## src/hdl/dsf_pkg.sv

```systemverilog
// Shared constants, types and register codes of the damped spring force unit.
package dsf_pkg;

	localparam int unsigned POS_W       = 15;
	localparam int unsigned VEL_W       = 16;
	localparam int unsigned FORCE_W     = 26;
	localparam int unsigned DIFF_W      = 16;
	localparam int unsigned ADIFF_W     = 15;
	localparam int unsigned DV_W        = 17;
	localparam int unsigned SQ_W        = 32;
	localparam int unsigned DOT_W       = 34;
	localparam int unsigned ADOT_W      = 33;
	localparam int unsigned LEN_W       = 16;
	localparam int unsigned AFORCE_W    = 24;
	localparam int unsigned DSM_W       = 49;
	localparam int unsigned EL_W        = 39;
	localparam int unsigned NUM_W       = 64;
	localparam int unsigned DEN_W       = 40;
	localparam int unsigned QUO_W       = 26;
	localparam int unsigned DIV_LANES   = 4;
	localparam int unsigned SQRT_STAGES = 16;
	localparam int unsigned CFG_ADDR_W  = 4;
	localparam int unsigned CFG_DATA_W  = 32;
	localparam int unsigned FIFO_DEPTH  = 2;
	localparam int unsigned CNT_W       = 2;

	localparam logic signed [FORCE_W-1:0] FORCE_MAX = {1'b0, {(FORCE_W-1){1'b1}}};
	localparam logic signed [FORCE_W-1:0] FORCE_MIN = {1'b1, {(FORCE_W-1){1'b0}}};
	localparam logic [QUO_W-1:0] NEG_MAG_MAX = {1'b1, {(QUO_W-1){1'b0}}};
	localparam logic [QUO_W-1:0] POS_MAG_MAX = {1'b0, {(QUO_W-1){1'b1}}};

	typedef enum logic [1:0] {
		REG_REST_LEN  = 2'd0,
		REG_STIFFNESS = 2'd1,
		REG_DAMPING   = 2'd2
	} reg_idx_t;

	typedef struct packed {
		logic [15:0] rest_len;
		logic [7:0]  stiffness;
		logic [15:0] damping_q8_8;
	} cfg_t;

	typedef struct packed {
		logic signed [DIFF_W-1:0] dx;
		logic signed [DIFF_W-1:0] dy;
		logic signed [DOT_W-1:0]  dot;
		logic                     coin;
	} sq_side_t;

	typedef struct packed {
		logic e_neg_x;
		logic e_neg_y;
		logic d_neg_x;
		logic d_neg_y;
		logic ovf_x;
		logic ovf_y;
		logic coin;
	} div_side_t;

	typedef struct packed {
		logic signed [FORCE_W-1:0] elastic_fx;
		logic signed [FORCE_W-1:0] elastic_fy;
		logic signed [FORCE_W-1:0] damp_fx;
		logic signed [FORCE_W-1:0] damp_fy;
		logic                      coincident;
	} res_t;

endpackage

```

## src/hdl/dsf_cfg.sv

```systemverilog
// APB configuration registers of the damped spring force unit.
module dsf_cfg (
	input  logic                            clk,
	input  logic                            arst_n,
	input  logic                            psel,
	input  logic                            penable,
	input  logic                            pwrite,
	input  logic [dsf_pkg::CFG_ADDR_W-1:0]  paddr,
	input  logic [dsf_pkg::CFG_DATA_W-1:0]  pwdata,
	output logic [dsf_pkg::CFG_DATA_W-1:0]  prdata,
	output logic                            pready,
	output dsf_pkg::cfg_t                   cfg
);

	logic [15:0] rest_q;
	logic [7:0]  stiff_q;
	logic [15:0] damp_q;
	logic        wr;
	dsf_pkg::reg_idx_t idx;

	assign pready = 1'b1;
	assign wr     = psel && penable && pwrite;
	assign idx    = dsf_pkg::reg_idx_t'(paddr[dsf_pkg::CFG_ADDR_W-1:2]);

	always_ff @(posedge clk or negedge arst_n) begin
		if (!arst_n) begin
			rest_q  <= 16'd0;
			stiff_q <= 8'd1;
			damp_q  <= 16'd0;
		end else if (wr) begin
			case (idx)
				dsf_pkg::REG_REST_LEN:  rest_q  <= pwdata[15:0];
				dsf_pkg::REG_STIFFNESS: stiff_q <= pwdata[7:0];
				dsf_pkg::REG_DAMPING:   damp_q  <= pwdata[15:0];
				default: ;
			endcase
		end
	end

	always_comb begin
		case (idx)
			dsf_pkg::REG_REST_LEN:  prdata = dsf_pkg::CFG_DATA_W'(rest_q);
			dsf_pkg::REG_STIFFNESS: prdata = dsf_pkg::CFG_DATA_W'(stiff_q);
			dsf_pkg::REG_DAMPING:   prdata = dsf_pkg::CFG_DATA_W'(damp_q);
			default:                prdata = '0;
		endcase
	end

	assign cfg.rest_len     = rest_q;
	assign cfg.stiffness    = stiff_q;
	assign cfg.damping_q8_8 = damp_q;

endmodule

```

## config.mk

```make
export PLATFORM = sky130hd
export DESIGN_NAME = dsf_cfg
export DESIGN_NICKNAME = d
export VERILOG_FILES = /design/src/hdl/dsf_pkg.sv /design/src/hdl/dsf_cfg.sv
export SDC_FILE = /design/constraint.sdc
export NUM_CORES = 1
export LEC_CHECK = 0
export BUFFER_PORTS_ARGS = -buffer_cell sky130_fd_sc_hd__buf_2
export CAP_MARGIN = 20
export CORE_MARGIN = 3
export CORE_UTILIZATION = 40
export DETAILED_ROUTE_END_ITERATION = 7
export GPL_ROUTABILITY_DRIVEN = 1
export PLACE_DENSITY = 0.83
export RECOVER_POWER = 50
export SLEW_MARGIN = 20
export SYNTH_ARGS = -nofsm -noshare
export SYNTH_HDL_FRONTEND = slang
export SYNTH_SLANG_ARGS = --single-unit
```

## constraint.sdc

```tcl
create_clock -name clk -period 0.83 [get_ports clk]
set_input_delay 0.0415 -clock clk [delete_from_list [all_inputs] [get_ports clk]]
set_output_delay 0.0415 -clock clk [all_outputs]
set_load 0.01 [all_outputs]
```

==> flow_summary.json <==
{
  "status": "complete, but fails checks",
  "violations": "negative setup slack",
  "io_pins": 114,
  "crit_slowest_cell": "dfstp_2",
  "cts_tree": "yes",
  "crit_buf_inv": 1,
  "cap_violations": 0,
  "cp.arrival_ps": 1170,
  "yosysMostFrequentCell": "dfrtp_1",
  "finalSetupViolCount": 101,
  "ys_warn_count": 0,
  "drive_gt1_frac": 0.628,
  "ys_seq_elements": 40,
  "crit_path_max_fanout": 2,
  "hold_viol_final": 0,
  "ys.flop_type": "dfrtp_1",
  "postSynthAreaPerCell_um2": 13.2,
  "synth-edff-count": 0,
  "fin_nets": 328,
  "antenna_found_initial": 0,
  "vias": 1626,
  "worstHoldPathType": "input pin to register",
  "finalPower_mw": 8.34,
  "clock_power_share": 0.263,
  "core_area_um2": 4790,
  "netlist.area_leader.share": 0.488,
  "synthTopCellsByArea": "dfrtp_1, mux2_2, mux2i_1, buf_4, mux2_4",
  "skew_ps": 0,
  "dp_hpwl_um": 3650,
  "synth_area_um2": 2000,
  "setup_slack_ps": -381,
  "cpPeakStageDelay_ps": 530,
  "synthCells": 152,
  "grt_usage": 0.196,
  "drt-initial-drc-count": 47,
  "synth_cell_types": 19,
  "peakVddDrop_uv": 1510,
  "wire_per_inst_um": 15.8,
  "power_density_nw_per_um2": 2440,
  "cts_made_buffers": 5,
  "clock-root-buffer": "clkbuf_8",
  "max_freq_mhz": 826,
  "slew_headroom": 0.595,
  "drcViolationCount": 0,
  "path_cells": "mux2i_1 -> o21ai_1 -> buf_2",
  "grt_pass1_vias": 1686,
  "grt_pass1_wl_um": 8990,
  "gp_congestion": 0.757,
  "die_y_um": 76.7,
  "clk-insertion-delay-late_ps": 280,
  "initial_core_util": 0.418,
  "path_class": "register to output port",
  "rows": 25,
  "detail-route-antenna-nets": 0,
  "clock_path_buffers": 2,
  "combPwrFrac": 0.404,
  "antenna_cells": 0,
  "critPathLaunchType": "register",
  "routed_wirelength_um": 5610,
  "syn2layout_area_growth_pct": 70.9,
  "hold_slack_ps": 13.7,
  "die_w_um": 76.7,
  "p_leak_nw": 1.77,
  "netlist.top_cell.by_area": "dfrtp_1",
  "endpoint_kind": "output port",
  "clk_pin_slew_ps": 90,
  "period_minus_slack_ps": 1210,
  "rsz0062_at_grt": "yes",
  "cpLargestDelayFamily": "flip-flops",
  "slew_viol_final": 0,
  "p_switching_mw": 2.27,
  "max_slew.worst_pin.slew_ps": 607,
  "synthArstFlopShare": 1.00,
  "internal_power_mw": 6.07,
  "p_seq_frac": 0.333,
  "drtPass1Iterations": 4,
  "clock-sinks": 40,
  "grt_overflow_total": 0,
  "die-area_um2": 5880,
  "swShare": 0.272,
  "cts_max_level": 2,
  "port_buffers": 78,
  "grt_max_degree": 22,
  "post_drt_via_cell_ratio": 4.58,
  "finalCritPeriodShare": 1.46,
  "cp.required_ps": 790,
  "synth_seq_area_share": 0.501,
  "synthTopCellsByCount": "dfrtp_1, mux2_2, buf_4"
}
## area by class of cell
class                      instances  area, um2
clock inverter                     3       90.1
multi-input combinational        102        980
fill                             335       1370
tap                               67       83.8
timing repair buffer             138       1190
sequential                        40       1000
clock buffer                       5       68.8
## what timing repair did
item                                    in CTS  in global routing
pin swaps                                    6                  6
cloned                                       0                  0
endpoints found under the setup margin      88                 92
endpoints found under the hold margin       55                  0
buffers inserted                            22                 16
hold buffers                                 9                  0
gates resized for setup                     74                 18
## sequential cells by signal, indices dropped and copies added, names as in the netlist
| signal | flops |
|---|---|
| damp_q | 16 |
| rest_q | 16 |
| stiff_q | 8 |
## cells by family (layout without fill, tap and decap cells)
family / count (synthesis) / after routing / share of synthesized area
other cells: 2 / 17 / 0.00376
buf+inv: 25 / 146 / 0.0945
mux: 56 / 56 / 0.320
flops: 40 / 40 / 0.501
compound gates: 8 / 8 / 0.0200
simple gates: 21 / 21 / 0.0601
## cell usage in the layout (no fill, tap or decap), types with 3 or more instances in the layout
master         count
buf_6             58
buf_2             46
dfrtp_1           39
mux2_4            36
buf_4             20
conb_1            17
mux2i_1           16
dlygate4sd3_1      9
nor2_1             8
nand2_1            8
o21ai_1            8
clkbuf_8           5
mux2_2             4
bufinv_16          3
buf_8              3
## per-layer routing
| metal | share of wire | track usage | vias to the layer above |
|---|---|---|---|
| met5 | 0 | 0 | - |
| met4 | 0.012 | 0.0580 | 0 |
| met3 | 0.040 | 0.0458 | 8 |
| met2 | 0.55 | 0.348 | 53 |
| met1 | 0.40 | 0.236 | 811 |
| li1 | - | - | 754 |
## stage by stage
step                setup slack (ps)   util  std cells  setup TNS (ps)  area (um2)
global placement                -383  0.536        306          -15720        2560
finish                          -381  0.714        355          -10600        3420
detailed placement              -412  0.536        306          -16390        2560
floorplan                       -288      -        167           -9220        2150
CTS                             -390  0.687        345           -9680        3290
global route                    -447  0.714        355          -15850        3420
## power groups by stage
stage,Combinational (mW),Sequential [mW],Clock [mW]
after floorplan,0.988,2.97,0
after global placement,1.97,2.79,0
after detailed placement,2.02,2.80,0
after CTS,3.07,2.76,2.21
after global routing,3.61,2.84,2.31
final,3.37,2.78,2.19
## path summary, 6_finish.rpt
check / slack [ps] / start / end / cells after the start
max: -380 / stiff_q[0] / prdata[0] / 3
min: 10 / pwdata[2] / stiff_q[2] / 2
max reg2reg: -110 / damp_q[3] / damp_q[3] / 2
min reg2reg: 540 / rest_q[9] / rest_q[9] / 1
max in group asynchronous: -30 / arst_n / damp_q[0] / 3
min in group asynchronous: 280 / arst_n / damp_q[15] / 2
Power figures use the tool's default switching activity.
