## src/hdl/dsf_pkg.sv

```systemverilog
// Shared constants, types and register codes of the damped spring force unit.
package dsf_pkg;

	localparam int unsigned POS_W       = 15;
	localparam int unsigned VEL_W       = 16;
	localparam int unsigned FORCE_W     = 26;
	localparam int unsigned DIFF_W      = 16;
	localparam int unsigned ADIFF_W     = 15;
	localparam int unsigned DV_W        = 17;
	localparam int unsigned SQ_W        = 32;
	localparam int unsigned DOT_W       = 34;
	localparam int unsigned ADOT_W      = 33;
	localparam int unsigned LEN_W       = 16;
	localparam int unsigned AFORCE_W    = 24;
	localparam int unsigned DSM_W       = 49;
	localparam int unsigned EL_W        = 39;
	localparam int unsigned NUM_W       = 64;
	localparam int unsigned DEN_W       = 40;
	localparam int unsigned QUO_W       = 26;
	localparam int unsigned DIV_LANES   = 4;
	localparam int unsigned SQRT_STAGES = 16;
	localparam int unsigned CFG_ADDR_W  = 4;
	localparam int unsigned CFG_DATA_W  = 32;
	localparam int unsigned FIFO_DEPTH  = 2;
	localparam int unsigned CNT_W       = 2;

	localparam logic signed [FORCE_W-1:0] FORCE_MAX = {1'b0, {(FORCE_W-1){1'b1}}};
	localparam logic signed [FORCE_W-1:0] FORCE_MIN = {1'b1, {(FORCE_W-1){1'b0}}};
	localparam logic [QUO_W-1:0] NEG_MAG_MAX = {1'b1, {(QUO_W-1){1'b0}}};
	localparam logic [QUO_W-1:0] POS_MAG_MAX = {1'b0, {(QUO_W-1){1'b1}}};

	typedef enum logic [1:0] {
		REG_REST_LEN  = 2'd0,
		REG_STIFFNESS = 2'd1,
		REG_DAMPING   = 2'd2
	} reg_idx_t;

	typedef struct packed {
		logic [15:0] rest_len;
		logic [7:0]  stiffness;
		logic [15:0] damping_q8_8;
	} cfg_t;

	typedef struct packed {
		logic signed [DIFF_W-1:0] dx;
		logic signed [DIFF_W-1:0] dy;
		logic signed [DOT_W-1:0]  dot;
		logic                     coin;
	} sq_side_t;

	typedef struct packed {
		logic e_neg_x;
		logic e_neg_y;
		logic d_neg_x;
		logic d_neg_y;
		logic ovf_x;
		logic ovf_y;
		logic coin;
	} div_side_t;

	typedef struct packed {
		logic signed [FORCE_W-1:0] elastic_fx;
		logic signed [FORCE_W-1:0] elastic_fy;
		logic signed [FORCE_W-1:0] damp_fx;
		logic signed [FORCE_W-1:0] damp_fy;
		logic                      coincident;
	} res_t;

endpackage

```

## src/hdl/dsf_isqrt.sv

```systemverilog
// Pipelined integer square root, one root bit per stage.
module dsf_isqrt (
	input  logic                      clk,
	input  logic                      arst_n,
	input  logic                      en,
	input  logic                      in_valid,
	input  logic [dsf_pkg::SQ_W-1:0]  in_rad,
	input  dsf_pkg::sq_side_t         in_side,
	output logic                      out_valid,
	output logic [dsf_pkg::LEN_W-1:0] out_root,
	output dsf_pkg::sq_side_t         out_side
);

	localparam int unsigned SW = dsf_pkg::SQ_W;
	localparam int unsigned NS = dsf_pkg::SQRT_STAGES;

	logic              v_s    [NS];
	logic [SW-1:0]     rad_s  [NS];
	logic [SW-1:0]     root_s [NS];
	dsf_pkg::sq_side_t side_s [NS];

	genvar j;
	for (j = 0; j < NS; j++) begin : g_st
		localparam logic [SW:0] BIT = (SW+1)'(1) << (2 * (NS - 1 - j));
		logic              pv;
		logic [SW-1:0]     prad;
		logic [SW-1:0]     proot;
		dsf_pkg::sq_side_t pside;
		logic [SW:0]       trial;
		logic              take;

		if (j == 0) begin : g_first
			assign pv    = in_valid;
			assign prad  = in_rad;
			assign proot = '0;
			assign pside = in_side;
		end else begin : g_next
			assign pv    = v_s[j-1];
			assign prad  = rad_s[j-1];
			assign proot = root_s[j-1];
			assign pside = side_s[j-1];
		end

		assign trial = {1'b0, proot} + BIT;
		assign take  = {1'b0, prad} >= trial;

		always_ff @(posedge clk or negedge arst_n) begin
			if (!arst_n) begin
				v_s[j] <= 1'b0;
			end else if (en) begin
				v_s[j] <= pv;
			end
		end

		always_ff @(posedge clk) begin
			if (en) begin
				rad_s[j]  <= take ? prad - trial[SW-1:0] : prad;
				root_s[j] <= take ? (proot >> 1) + BIT[SW-1:0] : proot >> 1;
				side_s[j] <= pside;
			end
		end
	end

	assign out_valid = v_s[NS-1];
	assign out_root  = root_s[NS-1][dsf_pkg::LEN_W-1:0];
	assign out_side  = side_s[NS-1];

endmodule

```

## config.mk

```make
export PLATFORM = sky130hd
export DESIGN_NAME = dsf_isqrt
export DESIGN_NICKNAME = d
export VERILOG_FILES = /design/src/hdl/dsf_pkg.sv /design/src/hdl/dsf_isqrt.sv
export SDC_FILE = /design/constraint.sdc
export NUM_CORES = 1
export LEC_CHECK = 0
export BUFFER_PORTS_ARGS = -buffer_cell sky130_fd_sc_hd__buf_2
export CAP_MARGIN = 5
export CORE_ASPECT_RATIO = 0.5
export CORE_MARGIN = 4
export CORE_UTILIZATION = 55
export DETAILED_ROUTE_END_ITERATION = 12
export PLACE_DENSITY = 0.72
export SETUP_SLACK_MARGIN = 0.15
export SLEW_MARGIN = 30
export SYNTH_ARGS = -nofsm -noshare
export SYNTH_HDL_FRONTEND = slang
export SYNTH_SLANG_ARGS = --single-unit
```

## constraint.sdc

```tcl
create_clock -name clk -period 4 [get_ports clk]
set_clock_uncertainty 0.05 [all_clocks]
set_input_delay 0 -clock clk [delete_from_list [all_inputs] [get_ports clk]]
set_output_delay 0 -clock clk [all_outputs]
set_load 0.03 [all_outputs]
```

==> results.py, run 1 <==
metrics = {
    "grt": {
        "grt-ovfl-total": 0,
        "grt_pass1_wl_um": 154900,
        "antenna_found_initial": 1,
        "grt.total_usage_pct": 16.45,
        "first_global_vias": 29590,
        "grt_max_degree": 157,
    },
    "synthesis": {
        "yosys.area_share.adder_pct": 3.032,
        "yosysSeqAreaShare_pct": 82.52,
        "synth-compound-area-share_pct": 3.973,
        "synth_top_family_by_area": "simple AND/OR/NAND/NOR gates",
        "synth_area_um2": 61910,
        "synth_simple_gate_area_share_pct": 5.619,
        "synth_top_area_share_pct": 81.88,
        "synth.distinct_cells": 76,
        "yosysMostFrequentCell": "edfxtp_1",
        "ys_top_cells_by_count": "edfxtp_1, inv_1, nor2_1, ha_1, nand2_1",
        "avgSynthCellArea_um2": 18.40,
        "synth_edf_count": 1688,
        "synth_area_leader_cell": "edfxtp_1",
        "yosysWarnings": 0,
        "async_flop_share_pct": 0.9390,
        "syn_inst": 3364,
        "ys_top_cells_by_area": "edfxtp_1, ha_1, xnor2_1, inv_1, xor2_1",
        "synthFlopType": "edfxtp_1",
        "syn_nets": 3617,
        "synth_mux_area_share_pct": 0.7599,
        "synth_xor_area_share_pct": 2.702,
        "ys_seq_elements": 1704,
    },
    "setup_path": {
        "slowest_delay_ns": 0.54,
        "crit_top_cell": "or4b_4",
        "path_max_fanout": 39,
        "cp_num_buf_inv": 0,
        "r2r_slack_ns": 0.59,
        "cp_slowest_cell": "or4_1",
        "worst_r2r_path_depth": 8,
        "cp.required_ns": 4.44,
        "r2r-start": "rad_s[1][177]",
        "cp-start-kind": "flop",
        "critPathKind": "reg2reg",
        "end_kind": "flop",
        "cpLargestDelayFamily": "simple AND/OR/NAND/NOR gates",
        "rr_endpoint": "rad_s[1][211]",
        "crit_path_cell_trace": "ha_1 -> or4b_4 -> or3_1 -> or4_1 -> or4b_4 -> o21ai_2 -> a211oi_2 -> xor2_1",
        "cp.arrival_ns": 3.85,
    },
    "cts": {
        "cts_hold_buf": 203,
        "clock-sinks": 1704,
        "cts_buffer_depth": 3,
        "cts_root_buf": "clkbuf_16",
        "cts_tree": "yes",
        "cts_buffers": 144,
        "ctsResizeCount": 0,
        "clk_latency_ns": 0.77,
        "clk_pin_slew_ns": 0.07,
        "htreeDepth": 4,
        "cts_setup_buffers": 0,
    },
    "sta": {
        "clock.fmax_mhz": 292.9,
        "slew_viol_final": 0,
        "rsz0062_at_grt": "no",
        "hold_viol": 0,
        "fin_setup_tns_ns": 0,
        "max-slew-margin-rel_pct": 45.64,
        "fin_crit_sh_pct": 85.35,
        "setup_viol": 0,
        "worst_pin_slew_ns": 0.8079,
        "finalCriticalPeriod_ns": 3.414,
    },
    "placed_design": {
        "dpl.hpwl_um": 58370,
        "gp_congestion": 0.8655,
        "numPortBuffers": 186,
    },
    "floorplan": {
        "ios": 187,
        "die_height_um": 245.2,
        "die_x_um": 482.5,
        "die_area_um2": 118300,
        "core_area_um2": 110900,
        "rows": 86,
        "start_util_pct": 55.80,
    },
    "outcome": {
        "status": "finished, final reports clean",
    },
    "hold_path": {
        "holdPathEnd": "rad_s[0][30]",
        "worstHoldPathCells": 4,
        "hold_path.class": "in2reg",
        "min-delay-start": "in_rad[30]",
    },
    "run": {
        "max_cap_viol_count": 0,
    },
    "layout": {
        "syn2layout_area_growth_pct": 16.17,
        "drive_above_1_share_pct": 12.45,
        "fin_util_pct": 64.83,
        "final_net_count": 4173,
    },
    "drt": {
        "routed_wl_um": 95480,
        "drt_iter0_drc": 2265,
        "vias": 28890,
        "routedWlPerCell_um": 17.27,
        "drt_pre_antenna_iters": 5,
        "avgViaCountPerCell": 5.225,
        "drc": 0,
        "ant_nets": 0,
    },
    "pwr": {
        "p_total_mw": 39.40,
        "leakagePower_nw": 25.89,
        "power_density_nw_per_um2": 547.8,
        "peakVddDrop_v": 0.0005022,
    },
}
==> layer usage <==
layer | track usage (%) | wire length, um
met2 | 28.05 | 47850
met5 | 0 | 0
met1 | 21.21 | 41160
met4 | 5.403 | 2340
met3 | 3.572 | 4138
==> worst max-delay path by stage <==
stage	from	depth (start not counted)	endpoint	slack, ns
6_report	rad_s[1][177]	8	rad_s[1][211]	0.59
4_1_cts	rad_s[1][177]	8	rad_s[1][211]	0.56
3_5_place_dp	rad_s[1][177]	8	rad_s[1][211]	0.57
2_1_floorplan	rad_s[1][177]	7	rad_s[1][209]	1.01
3_3_place_gp	rad_s[1][177]	8	rad_s[1][211]	0.64
5_1_grt	rad_s[1][177]	8	rad_s[1][211]	0.37
==> placed cells by master, fill, tap and decap left out, types with 17 or more instances in the layout <==
cell type         n
mux2_2           40
buf_2           185
nor2b_1          18
dlygate4sd3_1   203
clkbuf_16       145
edfxtp_1       1688
nor2_1          166
nor4_1           76
clkinv_2         20
clkinv_1         31
clkbuf_1         27
o21ai_0          99
a21o_1           38
nand2b_1         26
a21oi_1         120
nand3_1          37
o21a_1           27
inv_1           190
nor3_1           53
or3_1            35
nand4_1          30
o31ai_1          17
xnor2_1         114
buf_4            37
xor2_1           77
nand2_1         128
ha_1            150
==> state kept, by name, summed over array words and instances, names as in the netlist <==
| signal | flops |
|---|---|
| out_valid | 1 |
| g_st.pv | 15 |
| rad_s | 480 |
| side_s | 1072 |
| root_s | 136 |
==> area by class of cell <==
class / instances / area [um^2]
clock inverters: 83 / 930.9
fillers: 7374 / 39020
clock buffers: 175 / 3771
diodes: 1 / 2.502
well taps: 1496 / 1872
multi-input cells: 1437 / 9972
inverters: 192 / 720.7
repair buffers: 441 / 3563
flip-flops and latches: 1704 / 51090
==> cell families after synthesis <==
kind of cell             after synthesis
flip-flops                          1704
XOR/XNOR                             191
buffers and inverters                223
AND/OR/NAND/NOR                      663
AO/OA/AOI/OAI                        391
adder cells (fa/ha/maj)              150
multiplexers                          42
==> power by group <==
part           total (mW)  switching [mW]  internal, mW
combinational        3.40            1.93          1.47
clock                13.8            6.28          7.55
sequential           22.2           0.745          21.4
==> worst reg2reg max path, delay by kind of cell, from the launching register on <==
kind                       cells  cell delay [ns]
and+or+nand+nor                4             1.94
DFF                            1             0.40
xor gates and xnor gates       1             0.09
AOI/OAI and AO/OA              2             0.32
adders and majority gates      1             0.36
==> per-stage QoR <==
stage               instance area [um^2]  std cells  setup WS, ns  hold WS [ns]
floorplan                          61910       3364         1.008       -0.3456
CTS                                71890       5527        0.5566        0.1314
detailed placement                 65160       5066        0.5662       -0.1245
global placement                   65160       5066        0.6433       -0.1390
finish                             71920       5529        0.5860        0.1970
global route                       71920       5529        0.3746        0.1521
Note: power is estimated with default switching activity, not from simulation.
==> run 2, diff against run 1 <==
CORE_UTILIZATION = 45   (was 55)
GPL_ROUTABILITY_DRIVEN = 0   (was default)
PLACE_DENSITY = default   (was 0.72)
==> results.py, run 2 (synthesis gave the netlist of run 1 again) <==
metrics = {
    "outcome": {
        "status": "finished, final reports clean",
    },
    "sta": {
        "finalCriticalPeriod_ns": 3.344,
        "slew_viol_final": 0,
        "max-slew-margin-rel_pct": 34.56,
        "setup_viol": 0,
        "fin_crit_sh_pct": 83.59,
        "clock.fmax_mhz": 299.1,
        "hold_viol": 0,
        "fin_setup_tns_ns": 0,
        "worst_pin_slew_ns": 0.9816,
        "rsz0062_at_grt": "no",
    },
    "grt": {
        "grt-ovfl-total": 0,
        "first_global_vias": 29410,
        "grt_pass1_wl_um": 152600,
        "grt.total_usage_pct": 12.88,
        "antenna_found_initial": 16,
        "grt_max_degree": 139,
    },
    "setup_path": {
        "critPathKind": "reg2reg",
        "cp.arrival_ns": 3.78,
        "path_max_fanout": 39,
        "cp.required_ns": 4.43,
        "crit_start": "rad_s[1][177]",
        "end_kind": "flop",
        "cp-start-kind": "flop",
        "r2r-start": "rad_s[1][177]",
    },
    "drt": {
        "drc": 0,
        "routedWlPerCell_um": 16.12,
        "avgViaCountPerCell": 4.983,
        "drt_pre_antenna_iters": 8,
        "routed_wl_um": 93990,
        "ant_nets": 0,
        "vias": 29050,
        "drt_iter0_drc": 2194,
    },
    "layout": {
        "syn2layout_area_growth_pct": 16.96,
        "final_common_cell": "edfxtp_1",
        "drive_above_1_share_pct": 12.18,
        "final_net_count": 4166,
        "reg_top3": "side_s: 1072 flops, rad_s: 480 flops, root_s: 136 flops",
        "regMostFlops": "side_s",
        "largest_reg_flops": 1072,
        "fin_util_pct": 53.44,
        "final_cell_mix": "edfxtp_1, dlygate4sd3_1, inv_1",
    },
    "run": {
        "max_cap_viol_count": 0,
    },
    "cts": {
        "cts_hold_buf": 203,
        "clk_latency_ns": 0.77,
        "clock-sinks": 1704,
        "htreeDepth": 4,
        "cts_root_buf": "clkbuf_16",
        "cts_buffers": 156,
        "cts_setup_buffers": 0,
        "ctsResizeCount": 0,
        "cts_tree": "yes",
        "clk_pin_slew_ns": 0.06,
        "cts_buffer_depth": 4,
    },
    "floorplan": {
        "start_util_pct": 45.69,
        "ios": 187,
        "rows": 95,
        "die_area_um2": 143900,
        "die_x_um": 532.5,
        "die_height_um": 270.3,
        "core_area_um2": 135500,
    },
    "placed_design": {
        "numPortBuffers": 186,
        "dpl.hpwl_um": 58430,
    },
    "pwr": {
        "power_density_nw_per_um2": 552.5,
        "peakVddDrop_v": 0.0003237,
        "leakagePower_nw": 25.93,
    },
    "hold_path": {
        "hold_path.class": "in2reg",
        "min-delay-start": "in_rad[30]",
    },
}
run 2: final cells by class:
cell class	count	area, um^2
Clock inverter	79	814.5
Inverter	192	720.7
Antenna cell	12	30.03
Sequential cell	1704	51090
Fill cell	10520	63100
Tap cell	1794	2245
Timing Repair Buffer	422	3413
Multi-Input combinational cell	1437	9981
Clock buffer	190	4116
run 2: stage by stage:
stage | hold WS, ns | std cells | total power, mW | area (um^2) | setup slack [ns]
floorplan | -0.3456 | 3364 | 24.46 | 61910 | 1.008
global placement | -0.1381 | 5346 | 25.55 | 65410 | 0.6696
detailed placement | -0.1273 | 5346 | 25.74 | 65410 | 0.5849
CTS | 0.1088 | 5818 | 40.56 | 72370 | 0.5393
finish | 0.2056 | 5830 | 40.00 | 72410 | 0.6565
global route | 0.1761 | 5826 | 41.91 | 72400 | 0.5177
run 2: path summary, 6_finish.rpt:
check | to | slack [ns] | cells past startpoint
max in group asynchronous | out_valid | 3.12 | 3
worst max-delay path | rad_s[1][211] | 0.66 | 8
worst min register to register | side_s[7][88] | 0.34 | 0
min in group asynchronous | g_st[1].pv | 0.34 | 3
worst min-delay path | rad_s[0][30] | 0.21 | 4
worst max register to register | rad_s[1][211] | 0.66 | 8
run 2: power breakdown:
group,total (mW),switching [mW],internal [mW]
Clock,14.5,6.11,8.36
Combinational,3.39,1.94,1.46
Sequential,22.1,0.713,21.4
Total,40.0,8.76,31.2
run 2: worst max-delay path, cell delays in order, from the launching register on:
cell and delay, ns:
edfxtp_1 0.39, ha_1 0.34, or4b_4 0.49, or3_1 0.37, or4_1 0.54, or4b_4 0.51
o21ai_2 0.14, a211oi_2 0.19, xor2_1 0.08
run 2: per-layer routing:
| layer | global-route usage (%) | routed length [um] | up-vias |
|---|---|---|---|
| met5 | 0 | 55 | - |
| met4 | 4.726 | 3238 | 8 |
| met3 | 3.220 | 4657 | 223 |
| met2 | 20.36 | 43260 | 670 |
| met1 | 17.42 | 42780 | 14040 |
| li1 | - | - | 14110 |
